<file path="src/elfd_pkg.sv">
`default_nettype none
package elfd_pkg;

  // Raw framing bytes seen on the wire.
  localparam logic [7:0] StartByte = 8'h7E;
  localparam logic [7:0] EscByte   = 8'hA5;

  // Parser modes of the receive side.
  typedef enum logic [2:0] {
    ModeDiscard,
    ModeId,
    ModeLength,
    ModePayload,
    ModeChecksum
  } mode_e;

  // The emitting side hands a payload bank back to the parser.
  typedef struct packed {
    logic valid;
    logic bank;
  } bank_rel_t;

endpackage
`default_nettype wire

</file>
<file path="src/elfd_front.sv">
`default_nettype none
module elfd_front
  import elfd_pkg::*;
#(
  parameter int unsigned MaxPayload = 32,
  parameter int unsigned LenW       = 6,
  parameter int unsigned AddrW      = 5
) (
  input  wire logic                clk_i,
  input  wire logic                rst_ni,
  input  wire logic                in_valid_i,
  output logic                     in_ready_o,
  input  wire logic [7:0]          byte_in_i,
  input  wire bank_rel_t           rel_i,
  output logic                     wr_en_o,
  output logic [AddrW:0]           wr_addr_o,
  output logic [7:0]               wr_data_o,
  output logic                     push_o,
  output logic [8+LenW:0]          push_data_o
);

  mode_e             mode_q, mode_d;
  logic              esc_q, esc_d;
  logic [7:0]        id_q, id_d;
  logic [LenW-1:0]   len_q, len_d;
  logic [LenW-1:0]   pos_q, pos_d;
  logic [LenW-1:0]   pos_inc;
  logic              wbank_q, wbank_d;
  logic [1:0]        busy_q, busy_d;

  logic              accept;
  logic              is_start;
  logic              esc_hit;
  logic              deliver;
  logic [7:0]        ub;

  // The payload bank being filled may still be drained by the back end.
  assign in_ready_o = !(busy_q[wbank_q] &&
                        (mode_q == ModePayload || mode_q == ModeChecksum));

  assign accept   = in_valid_i && in_ready_o;
  assign is_start = (byte_in_i == StartByte);
  assign esc_hit  = !esc_q && (byte_in_i == EscByte);
  assign ub       = esc_q ? (byte_in_i ^ EscByte) : byte_in_i;
  assign deliver  = accept && !is_start && !esc_hit;
  assign esc_d    = accept ? (!is_start && esc_hit) : esc_q;
  assign pos_inc  = pos_q + 1'b1;

  // Next mode.
  always_comb begin
    mode_d = mode_q;
    if (accept && is_start) begin
      mode_d = ModeId;
    end else if (deliver) begin
      case (mode_q)
        ModeId: begin
          mode_d = ModeLength;
        end
        ModeLength: begin
          if (32'(ub) > 32'(MaxPayload)) begin
            mode_d = ModeDiscard;
          end else if (ub == 8'h00) begin
            mode_d = ModeChecksum;
          end else begin
            mode_d = ModePayload;
          end
        end
        ModePayload: begin
          if (pos_inc >= len_q) begin
            mode_d = ModeChecksum;
          end
        end
        ModeChecksum: begin
          mode_d = ModeDiscard;
        end
        default: begin
          mode_d = ModeDiscard;
        end
      endcase
    end
  end

  // Buffer writes, frame fields and descriptor hand-off.
  always_comb begin
    id_d        = id_q;
    len_d       = len_q;
    pos_d       = pos_q;
    wbank_d     = wbank_q;
    busy_d      = busy_q;
    wr_en_o     = 1'b0;
    push_o      = 1'b0;
    wr_addr_o   = {wbank_q, pos_q[AddrW-1:0]};
    wr_data_o   = ub;
    push_data_o = {id_q, len_q, wbank_q};
    if (rel_i.valid) begin
      busy_d[rel_i.bank] = 1'b0;
    end
    if (deliver) begin
      case (mode_q)
        ModeId: begin
          id_d = ub;
        end
        ModeLength: begin
          if (32'(ub) <= 32'(MaxPayload)) begin
            len_d = ub[LenW-1:0];
            pos_d = '0;
          end
        end
        ModePayload: begin
          wr_en_o = 1'b1;
          pos_d   = pos_inc;
        end
        ModeChecksum: begin
          push_o          = 1'b1;
          busy_d[wbank_q] = 1'b1;
          wbank_d         = !wbank_q;
        end
        default: begin
        end
      endcase
    end
  end

  always_ff @(posedge clk_i or negedge rst_ni) begin
    if (!rst_ni) begin
      mode_q  <= ModeDiscard;
      esc_q   <= 1'b0;
      id_q    <= '0;
      len_q   <= '0;
      pos_q   <= '0;
      wbank_q <= 1'b0;
      busy_q  <= '0;
    end else begin
      mode_q  <= mode_d;
      esc_q   <= esc_d;
      id_q    <= id_d;
      len_q   <= len_d;
      pos_q   <= pos_d;
      wbank_q <= wbank_d;
      busy_q  <= busy_d;
    end
  end

endmodule
`default_nettype wire

</file>
<file path="src/elfd_queue.sv">
`default_nettype none
module elfd_queue #(
  parameter int unsigned DataW = 16
) (
  input  wire logic             clk_i,
  input  wire logic             rst_ni,
  input  wire logic             push_i,
  input  wire logic [DataW-1:0] push_data_i,
  output logic                  valid_o,
  input  wire logic             pop_i,
  output logic [DataW-1:0]      pop_data_o
);

  logic [DataW-1:0] entry_q [2];
  logic             wr_ptr_q;
  logic             rd_ptr_q;
  logic [1:0]       count_q;
  logic             do_pop;

  assign valid_o    = (count_q != 2'd0);
  assign pop_data_o = entry_q[rd_ptr_q];
  assign do_pop     = pop_i && valid_o;

  always_ff @(posedge clk_i) begin
    if (push_i) begin
      entry_q[wr_ptr_q] <= push_data_i;
    end
  end

  always_ff @(posedge clk_i or negedge rst_ni) begin
    if (!rst_ni) begin
      wr_ptr_q <= 1'b0;
      rd_ptr_q <= 1'b0;
      count_q  <= 2'd0;
    end else begin
      if (push_i) begin
        wr_ptr_q <= !wr_ptr_q;
      end
      if (do_pop) begin
        rd_ptr_q <= !rd_ptr_q;
      end
      if (push_i && !do_pop) begin
        count_q <= count_q + 2'd1;
      end else if (do_pop && !push_i) begin
        count_q <= count_q - 2'd1;
      end
    end
  end

endmodule
`default_nettype wire

</file>
<file path="src/elfd_back.sv">
`default_nettype none
module elfd_back
  import elfd_pkg::*;
#(
  parameter int unsigned LenW       = 6,
  parameter int unsigned AddrW      = 5
) (
  input  wire logic             clk_i,
  input  wire logic             rst_ni,
  input  wire logic             desc_valid_i,
  input  wire logic [8+LenW:0]  desc_data_i,
  output logic                  desc_pop_o,
  input  wire logic             wr_en_i,
  input  wire logic [AddrW:0]   wr_addr_i,
  input  wire logic [7:0]       wr_data_i,
  output bank_rel_t             rel_o,
  output logic                  out_valid_o,
  input  wire logic             out_ready_i,
  output logic [7:0]            frame_id_o,
  output logic [5:0]            frame_length_o,
  output logic                  has_data_o,
  output logic [4:0]            data_index_o,
  output logic [7:0]            data_byte_o,
  output logic                  last_o
);

  localparam int unsigned MemDepth = 2 ** (AddrW + 1);

  logic [7:0]      mem_q [MemDepth];
  logic [7:0]      rd_data_q;

  logic            active_q;
  logic [7:0]      cur_id_q;
  logic [LenW-1:0] cur_len_q;
  logic            cur_bank_q;
  logic [LenW-1:0] cnt_q;
  logic [LenW-1:0] cnt_inc;

  logic            s1_q;
  logic [7:0]      s1_id_q;
  logic [LenW-1:0] s1_len_q;
  logic            s1_has_q;
  logic [LenW-1:0] s1_idx_q;
  logic            s1_last_q;

  logic            out_valid_q;
  logic [7:0]      out_id_q;
  logic [5:0]      out_len_q;
  logic            out_has_q;
  logic [4:0]      out_idx_q;
  logic [7:0]      out_byte_q;
  logic            out_last_q;

  logic            issue;
  logic            is_last;
  logic [AddrW:0]  rd_addr;
  logic [31:0]     len_ext;
  logic [31:0]     idx_ext;

  assign desc_pop_o = desc_valid_i && !active_q;
  assign cnt_inc    = cnt_q + 1'b1;
  assign is_last    = (cur_len_q == '0) || (cnt_inc == cur_len_q);
  assign issue      = active_q && !s1_q && (!out_valid_q || out_ready_i);
  assign rd_addr    = {cur_bank_q, cnt_q[AddrW-1:0]};
  assign len_ext    = 32'(s1_len_q);
  assign idx_ext    = 32'(s1_idx_q);

  always_comb begin
    rel_o.valid = issue && is_last;
    rel_o.bank  = cur_bank_q;
  end

  // Payload buffer: two banks, one written by the parser, one read here.
  always_ff @(posedge clk_i) begin
    if (wr_en_i) begin
      mem_q[wr_addr_i] <= wr_data_i;
    end
    if (issue) begin
      rd_data_q <= mem_q[rd_addr];
    end
  end

  // Current descriptor registers, and payload registers of the read stage and the output stage.
  always_ff @(posedge clk_i) begin
    if (desc_pop_o) begin
      cur_id_q   <= desc_data_i[8+LenW:1+LenW];
      cur_len_q  <= desc_data_i[LenW:1];
      cur_bank_q <= desc_data_i[0];
    end
    if (issue) begin
      s1_id_q   <= cur_id_q;
      s1_len_q  <= cur_len_q;
      s1_has_q  <= (cur_len_q != '0);
      s1_idx_q  <= cnt_q;
      s1_last_q <= is_last;
    end
    if (s1_q) begin
      out_id_q   <= s1_id_q;
      out_len_q  <= len_ext[5:0];
      out_has_q  <= s1_has_q;
      out_idx_q  <= idx_ext[4:0];
      out_byte_q <= s1_has_q ? rd_data_q : 8'h00;
      out_last_q <= s1_last_q;
    end
  end

  always_ff @(posedge clk_i or negedge rst_ni) begin
    if (!rst_ni) begin
      active_q    <= 1'b0;
      cnt_q       <= '0;
      s1_q        <= 1'b0;
      out_valid_q <= 1'b0;
    end else begin
      if (desc_pop_o) begin
        active_q <= 1'b1;
        cnt_q    <= '0;
      end else if (issue) begin
        if (is_last) begin
          active_q <= 1'b0;
        end else begin
          cnt_q <= cnt_inc;
        end
      end
      s1_q <= issue;
      if (s1_q) begin
        out_valid_q <= 1'b1;
      end else if (out_ready_i) begin
        out_valid_q <= 1'b0;
      end
    end
  end

  assign out_valid_o    = out_valid_q;
  assign frame_id_o     = out_id_q;
  assign frame_length_o = out_len_q;
  assign has_data_o     = out_has_q;
  assign data_index_o   = out_idx_q;
  assign data_byte_o    = out_byte_q;
  assign last_o         = out_last_q;

endmodule
`default_nettype wire

</file>
<file path="src/escaped_length_frame_decoder.sv">
// The first result of a frame follows its checksum byte through the descriptor queue,
// the back end's payload read register and its output register. Throughput: one input byte
// per cycle while ready; a new payload read waits until the previous one has left the read register.
// Input stalls only while the next payload bank is still being drained by the output side.
// Reset: control state is cleared at once; the payload buffer holds no reset value.
`default_nettype none
module escaped_length_frame_decoder
  import elfd_pkg::*;
#(
  parameter int unsigned MAX_PAYLOAD = 32
) (
  input  wire logic       clk_i,
  input  wire logic       rst_ni,
  input  wire logic       in_valid_i,
  output logic            in_ready_o,
  input  wire logic [7:0] byte_in_i,
  output logic            out_valid_o,
  input  wire logic       out_ready_i,
  output logic [7:0]      frame_id_o,
  output logic [5:0]      frame_length_o,
  output logic            has_data_o,
  output logic [4:0]      data_index_o,
  output logic [7:0]      data_byte_o,
  output logic            last_o
);

  // Length counter must hold MAX_PAYLOAD itself; the buffer index only its entries.
  localparam int unsigned LenW  = $clog2(MAX_PAYLOAD + 1);
  localparam int unsigned AddrW = (MAX_PAYLOAD > 1) ? $clog2(MAX_PAYLOAD) : 1;
  localparam int unsigned DescW = 9 + LenW;

  bank_rel_t        rel;
  logic             wr_en;
  logic [AddrW:0]   wr_addr;
  logic [7:0]       wr_data;
  logic             push;
  logic [DescW-1:0] push_data;
  logic             desc_valid;
  logic [DescW-1:0] desc_data;
  logic             desc_pop;

  // The front end strips escapes, tracks the frame layout and fills one of two
  // payload banks. On the checksum byte it queues a descriptor (id, length, bank).
  elfd_front #(
    .MaxPayload (MAX_PAYLOAD),
    .LenW       (LenW),
    .AddrW      (AddrW)
  ) u_front (
    .clk_i       (clk_i),
    .rst_ni      (rst_ni),
    .in_valid_i  (in_valid_i),
    .in_ready_o  (in_ready_o),
    .byte_in_i   (byte_in_i),
    .rel_i       (rel),
    .wr_en_o     (wr_en),
    .wr_addr_o   (wr_addr),
    .wr_data_o   (wr_data),
    .push_o      (push),
    .push_data_o (push_data)
  );

  // Two descriptors at most can be outstanding, one per payload bank.
  elfd_queue #(
    .DataW (DescW)
  ) u_queue (
    .clk_i       (clk_i),
    .rst_ni      (rst_ni),
    .push_i      (push),
    .push_data_i (push_data),
    .valid_o     (desc_valid),
    .pop_i       (desc_pop),
    .pop_data_o  (desc_data)
  );

  // The back end walks a completed frame's bank and emits one result transfer per payload
  // byte, or one transfer without data for an empty frame, then releases the bank to the front end.
  elfd_back #(
    .LenW       (LenW),
    .AddrW      (AddrW)
  ) u_back (
    .clk_i          (clk_i),
    .rst_ni         (rst_ni),
    .desc_valid_i   (desc_valid),
    .desc_data_i    (desc_data),
    .desc_pop_o     (desc_pop),
    .wr_en_i        (wr_en),
    .wr_addr_i      (wr_addr),
    .wr_data_i      (wr_data),
    .rel_o          (rel),
    .out_valid_o    (out_valid_o),
    .out_ready_i    (out_ready_i),
    .frame_id_o     (frame_id_o),
    .frame_length_o (frame_length_o),
    .has_data_o     (has_data_o),
    .data_index_o   (data_index_o),
    .data_byte_o    (data_byte_o),
    .last_o         (last_o)
  );

endmodule
`default_nettype wire
</file>
<file path="config.mk">
export PLATFORM = sky130hd
export DESIGN_NAME = escaped_length_frame_decoder
export DESIGN_NICKNAME = d
export VERILOG_FILES = /design/src/elfd_pkg.sv /design/src/elfd_front.sv /design/src/elfd_queue.sv /design/src/elfd_back.sv /design/src/escaped_length_frame_decoder.sv
export SDC_FILE = /design/constraint.sdc
export NUM_CORES = 1
export LEC_CHECK = 0
export BUFFER_PORTS_ARGS = -buffer_cell sky130_fd_sc_hd__buf_2
export CAP_MARGIN = 5
export CORE_AREA = 3 3 207 209
export DETAILED_ROUTE_END_ITERATION = 8
export DIE_AREA = 0 0 210 212
export PLACE_DENSITY = 0.78
export SLEW_MARGIN = 20
export SYNTH_ARGS = -nofsm -noshare
export SYNTH_HDL_FRONTEND = slang
export SYNTH_SLANG_ARGS = --single-unit
</file>
<file path="constraint.sdc">
create_clock -name clk_i -period 12.3 [get_ports clk_i]
set_input_delay 1.845 -clock clk_i [delete_from_list [all_inputs] [get_ports clk_i]]
set_output_delay 1.845 -clock clk_i [all_outputs]
set_load 0.02 [all_outputs]
</file>
* After elaboration in Yosys (flattened, before gate mapping)
Memories as Yosys holds them, arrays and structs flattened. A register that Yosys moved wholly into a read port is not among the register bits. Index checks and enable logic that the tools add are counted.
Storage, ports and cells: bits in registers 90, RAM bits 542, input bits 12, output and inout bits 31, logic and storage cells 136, memories 2
Memories:
- u_back.mem_q | depth 64, width 8, rd ports 1, clocked after memory_dff 1, wr ports 1, RTL line elfd_back.sv:29 | logic [7:0] mem_q [MemDepth];
- u_queue.entry_q | depth 2, width 15, rd ports 1, clocked after memory_dff 1, wr ports 1, RTL line elfd_queue.sv:14 | logic [DataW-1:0] entry_q [2];
Cells by class: add/sub/neg operators 4, order comparisons 7, equal/unequal tests 10, muxes and demuxes 36, bitwise gates (word level) 4, reduce and logical (&&, ||, !) cells 48
Operators by type and width (number):
- 2-to-1 mux 6 bit | 4
- 2-to-1 mux 1 bit | 17
- logical AND 1 bit | 16
- 2-to-1 mux 3 bit | 5
- nonzero test 2 bit | 7
- adder 6 x 1 -> 6 bit (second input constant) | 2
- logical NOT 1 bit | 12
- case mux 6 bit (2 select lines) | 1
- 2-to-1 mux 2 bit | 5
- AND reduction 2 bit | 5
- case mux 3 bit (3 select lines) | 1
- equality test 8 x 7 -> 1 bit (second input constant) | 1
- equality test 8 bit (second input constant) | 1
- greater-than comparator 8 x 6 -> 1 bit (second input constant) | 1
- less-or-equal comparator 8 x 6 -> 1 bit (second input constant) | 1
- logical NOT 8 bit | 1
- 2-to-1 mux 8 bit | 1
- equality test 3 x 2 -> 1 bit (second input constant) | 2
- equality test 6 bit | 1
- >= comparator 6 bit | 1
- logical NOT 6 bit | 1
- AND reduction 3 bit | 2
- nonzero test 6 bit | 1
- < comparator 1 x 2 -> 1 bit (second input constant) | 2
- other kinds (14) | 18

* Depth between registers and ports, before layout
word-level depth 12, depth in mapped cells 10, depth with buffers taken out 10

* Cells and area by module
A second synthesis with hierarchy kept.
Unflattened totals: cell total of the unflattened synthesis 1259, area, all modules 25683.4 sq um
Modules (own cells, without submodules):
- elfd_back | times used 1, cells an instance 1054, area each 22756.8 sq um, sequential area each 17792.1 sq um
- elfd_front | times used 1, cells an instance 143, area each 1609.0 sq um, sequential area each 675.6 sq um
- elfd_queue | times used 1, cells an instance 62, area each 1317.5 sq um, sequential area each 1001.0 sq um

* Least setup slack after synthesis
Ideal clock, no wire load.
path type in2reg, start in out_ready_i, end reg u_back.cnt_q[5], library setup time 79 ps, arrival time 5179 ps, data required time 12221 ps, path slack 7042 ps, stages 6, path buffers 0, path through inv_1 > a211oi_1 > and2_1 > o21ai_2 > nor3_1 > mux2i_1
On the way: cells in the longest elaborated chain, start to end 4
RTL lines:
- from (decl) | RTL line escaped_length_frame_decoder.sv:18 | input wire logic out_ready_i,
- logical OR 1 bit | RTL line elfd_back.sv:63 | assign issue = active_q && !s1_q && (!out_valid_q || out_ready_i);
- logical AND 1 bit | RTL line elfd_back.sv:63
- named net u_back.issue | RTL line elfd_back.sv:54 | logic issue;
- nonzero test 2 bit (no source line)
- AND reduction 2 bit (no source line)
- to (signal assigned) | RTL line elfd_back.sv:121 | cnt_q <= cnt_inc;
- to (decl) | RTL line elfd_back.sv:36 | logic [LenW-1:0] cnt_q;
The timed path passes the listed nets, and every way through them passes these cells. A chain may end at the register's enable or synchronous reset.

* Worst setup path in the final report
start in byte_in_i[6], end mem u_back.mem_q[14][6], enable pin
On the way: cells in the longest elaborated chain, start to end 7, elaborated cells on any way between the ends 10, those cells by class eq/ne (2); mux (3); reduce/logical (5)
RTL lines:
- from (decl) | RTL line escaped_length_frame_decoder.sv:16 | input wire logic [7:0] byte_in_i,
- equality test 8 x 7 -> 1 bit / equality test 8 bit (equally long branches) | RTL line elfd_front.sv:42, elfd_front.sv:43
- logical NOT 1 bit / logical AND 1 bit (equally long branches) | RTL line elfd_front.sv:45, elfd_front.sv:43
- logical AND 1 bit / logical NOT 1 bit (equally long branches) | RTL line elfd_front.sv:45 | assign deliver = accept && !is_start && !esc_hit;
- logical AND 1 bit (*) | RTL line elfd_front.sv:45
- 2-to-1 mux 1 bit (*) | RTL line elfd_front.sv:98 | if (deliver) begin
- 2-to-1 mux 1 bit (*) | RTL line elfd_back.sv:75 | if (wr_en_i) begin
- 2-to-1 mux 1 bit (not written as such) (*) | RTL line elfd_back.sv:76 | mem_q[wr_addr_i] <= wr_data_i;
- to (decl) | RTL line elfd_back.sv:29
Every way passes the cells marked *; elsewhere a longest branch is shown, timed or not.

==> impl_results.md <==
* Fillcell total at ~2400
* Seq/Total Area, Yosys at 0.765
* Worst-margin pin slew at approximately 1.2 ns
* Root Driver: clkbuf_16
* Layout cell share with drive strength beyond 1 at 0.239
* End of the worst hold path: u_back.frame_length_o[3]
* First-pass GRT wire length at 86100 µm
* Antenna diodes at 0
* DRC errors left at 0
* I/O Buffers at 42
* Final Instance Count excl. Fillers at 1946
* Rel. slew slack at 0.192
* Post-Synthesis Cell Area at ~25000 µm²
* CTS tree: built
* Number of synthesized register bits at ~660
* Die area at about 45000 µm²
* Total CTS buffers at 60
* Worst flop-to-flop path endpoint: u_back.rd_data_q[7]
* Hold Path Depth at 0
* Tmin final at 5.23 ns
* Most common cell after layout, fill and taps aside: edfxtp_1
* Synthesized area per cell at 19.6 µm²
* Worst min path class: flip-flop to flip-flop
* DR top layer: met4
* Dpl cells at roughly 1800
* Max Cap Viol at 0
* Slew Viols, Final at 0
* Top FF cell, synth: edfxtp_1
* Reg2Reg Setup Slack at 7.85 ns
* Final Hold Viols at 0
* Core area at 41000 µm²
* GR Util All Layers at 0.267
* GRT overflow at 0
* WP data required at between 10 and 15 ns
* Number of vias per cell at about 6.8
* Pin count of the biggest net entering global routing at about 70
* DPL Wire Length at 33800 µm
* Met3 wire length at 6130 µm
* Initial core utilization at 0.620
* M1 WL at around 21000 µm
* Pre-antenna DRT Iters at 5
* Met2 WL at 28400 µm
* Async SR Flop Fraction at 0.0611
* Final hold slack at 0.417 ns
* Total negative slack at 0 ns
* CTS Buffer Depth at 3
* Vias at roughly 13000
* Reg2reg path depth at 6
* Crit-path max FO at 40
* Synth unique cells at 71
* CP Capture Type: flip-flop
* Vias in the first global route at approximately 13000
* Worst setup path class: primary input to flip-flop
* Mapped Cells at 1300
* Cts hold-fix bufs at 0
* Clk sink count at 655
* RSZ-0062 raised after global routing: no
* Final nets at roughly 1400
* Hold Path Origin: u_back.s1_len_q[3]
* Finish-stage setup viols at 0
* Worst Skew at 0.0215 ns
* Crit path DAT at roughly 5.5 ns
* Max IR drop VDD at 129 µV
* Floorplan row count at between 70 and 80
* Syn. warnings at 0
* Fmax at ~190 MHz
* Antenna Nets Post-Route at 0
* PwrDens at 210 nW/µm²
* Final Cycle Share at 0.425
* PostCTS Resize Cnt at 0
* DRT iter0 DRCs at 1572
* H-tree depth at 2
* Area delta synth->final at 11.4%
* Status: completed
* Most frequent cells in the layout: 615 x edfxtp_1, 115 x mux4_2, 112 x nor2_1, 61 x clkbuf_16, 42 x buf_2
* Clock latency on the worst-skew pair at 0.63 ns
* Post-synth EDFFs at roughly 620
* GPL Wtd Cong at 0.884
* Chip height at ~210 µm
* Lkg Pwr at around 0.0091 µW
* Setup bufs post-CTS at 0
* Worst-path clk slew at approximately 0.06 ns
* Critical R2R Launch: u_back.cnt_q[0]
* Wire length per cell at 29.7 µm
* Startpoint types: primary input
* Synthesized net count at roughly 1300
* Chip width at between 200 and 250 µm
* Antenna violations before repair at 1
* I/O Pins at 43
* DRT Wirelength at between 50000 and 60000 µm
stage by stage:
| stage | setup slack, ns | instance area, µm² | power, µW | utilization |
|---|---|---|---|---|
| 3_5_place_dp | 6.66 | 26300 | 4020 | 0.640 |
| 6_report | 7.07 | 28400 | 5950 | 0.691 |
| 4_1_cts | 7.17 | 28400 | 5970 | 0.691 |
| 2_1_floorplan | 7.04 | 25500 | 3660 | - |
| 3_3_place_gp | 6.79 | 26300 | 4000 | 0.640 |
| 5_1_grt | 6.97 | 28400 | 6150 | 0.691 |
flip-flops by register name, summed over array words and instances (netlist names), 6 cells and up:
| signal | count |
|---|---|
| u_front.id_q | 8 |
| u_back.mem_q | 512 |
| u_back.cur_id_q | 8 |
| u_back.cnt_q | 6 |
| u_back.rd_data_q | 8 |
| u_back.cur_len_q | 6 |
| u_front.pos_q | 6 |
| u_back.s1_id_q | 8 |
| u_back.frame_id_o | 8 |
| u_back.data_byte_o | 8 |
| u_front.len_q | 6 |
| u_back.s1_len_q | 6 |
| u_back.frame_length_o | 6 |
| u_queue.entry_q | 30 |
worst max-delay path by stage:
stage                 startpoint                   to  slack (ns)  cells past startpoint
floorplan            out_ready_i      u_back.cnt_q[5]        7.04                      6
global placement    byte_in_i[6]  u_back.mem_q[54][0]        6.79                      8
detailed placement  byte_in_i[6]  u_back.mem_q[37][7]        6.66                      8
CTS                 byte_in_i[6]  u_back.mem_q[14][6]        7.17                      8
global route        byte_in_i[6]  u_back.mem_q[37][2]        6.97                      8
finish              byte_in_i[6]  u_back.mem_q[14][6]        7.07                      8
worst max-delay path: stages:
cell	delay, ns
buf_2	0.10
buf_4	0.44
or4_1	0.23
or3_4	0.15
nand4_2	0.18
nor2_1	0.73
nand3_1	0.84
nor2_1	0.92
Yosys cell counts, types with 11 or more instances:
cell type,number,area [µm²]
nand2_1,29,109
edfxtp_1,615,18500
buf_2,16,80.1
or3_1,11,68.8
mux2i_1,23,230
nand3_1,17,85.1
nor2_1,112,420
o22ai_1,38,238
dfrtp_1,40,1000
xnor2_1,11,96.3
inv_1,16,60.1
o211ai_1,12,90.1
mux2_2,33,372
clkbuf_1,29,109
mux4_2,115,2590
o21ai_0,26,130
final cells by class:
type | count | area, µm² | share of cell area
clock inverters | 41 | 522 | 0.0184
flip-flops and latches | 655 | 19500 | 0.687
inverters | 18 | 67.6 | 0.00238
multi-input cells | 566 | 5690 | 0.201
well taps | 532 | 666 | 0.0235
clock buffers | 73 | 1580 | 0.0558
repair buffers | 61 | 353 | 0.0124
metal layers:
metal,up-vias,global-route usage
met5,-,0
met4,0,0.0844
met3,135,0.0494
met2,948,0.434
met1,6683,0.378
li1,5407,-
power breakdown:
group          switching [µW]  internal (µW)  leakage [µW]  total [µW]
Combinational             695            534       0.00202        1230
Clock                     807           1150       0.00102        1960
Sequential                138           2630       0.00608        2760
logic make-up after synthesis:
kind of cell               after synthesis  share of synthesized area
adders and majority gates                9                    0.00442
AOI/OAI and AO/OA                      137                     0.0364
and+or+nand+nor                        223                     0.0439
DFF                                    655                      0.765
buffers and inverters                   79                     0.0145
xor gates and xnor gates                20                    0.00688
muxes                                  177                      0.129
No activity file was read; power rests on OpenSTA's default activity.
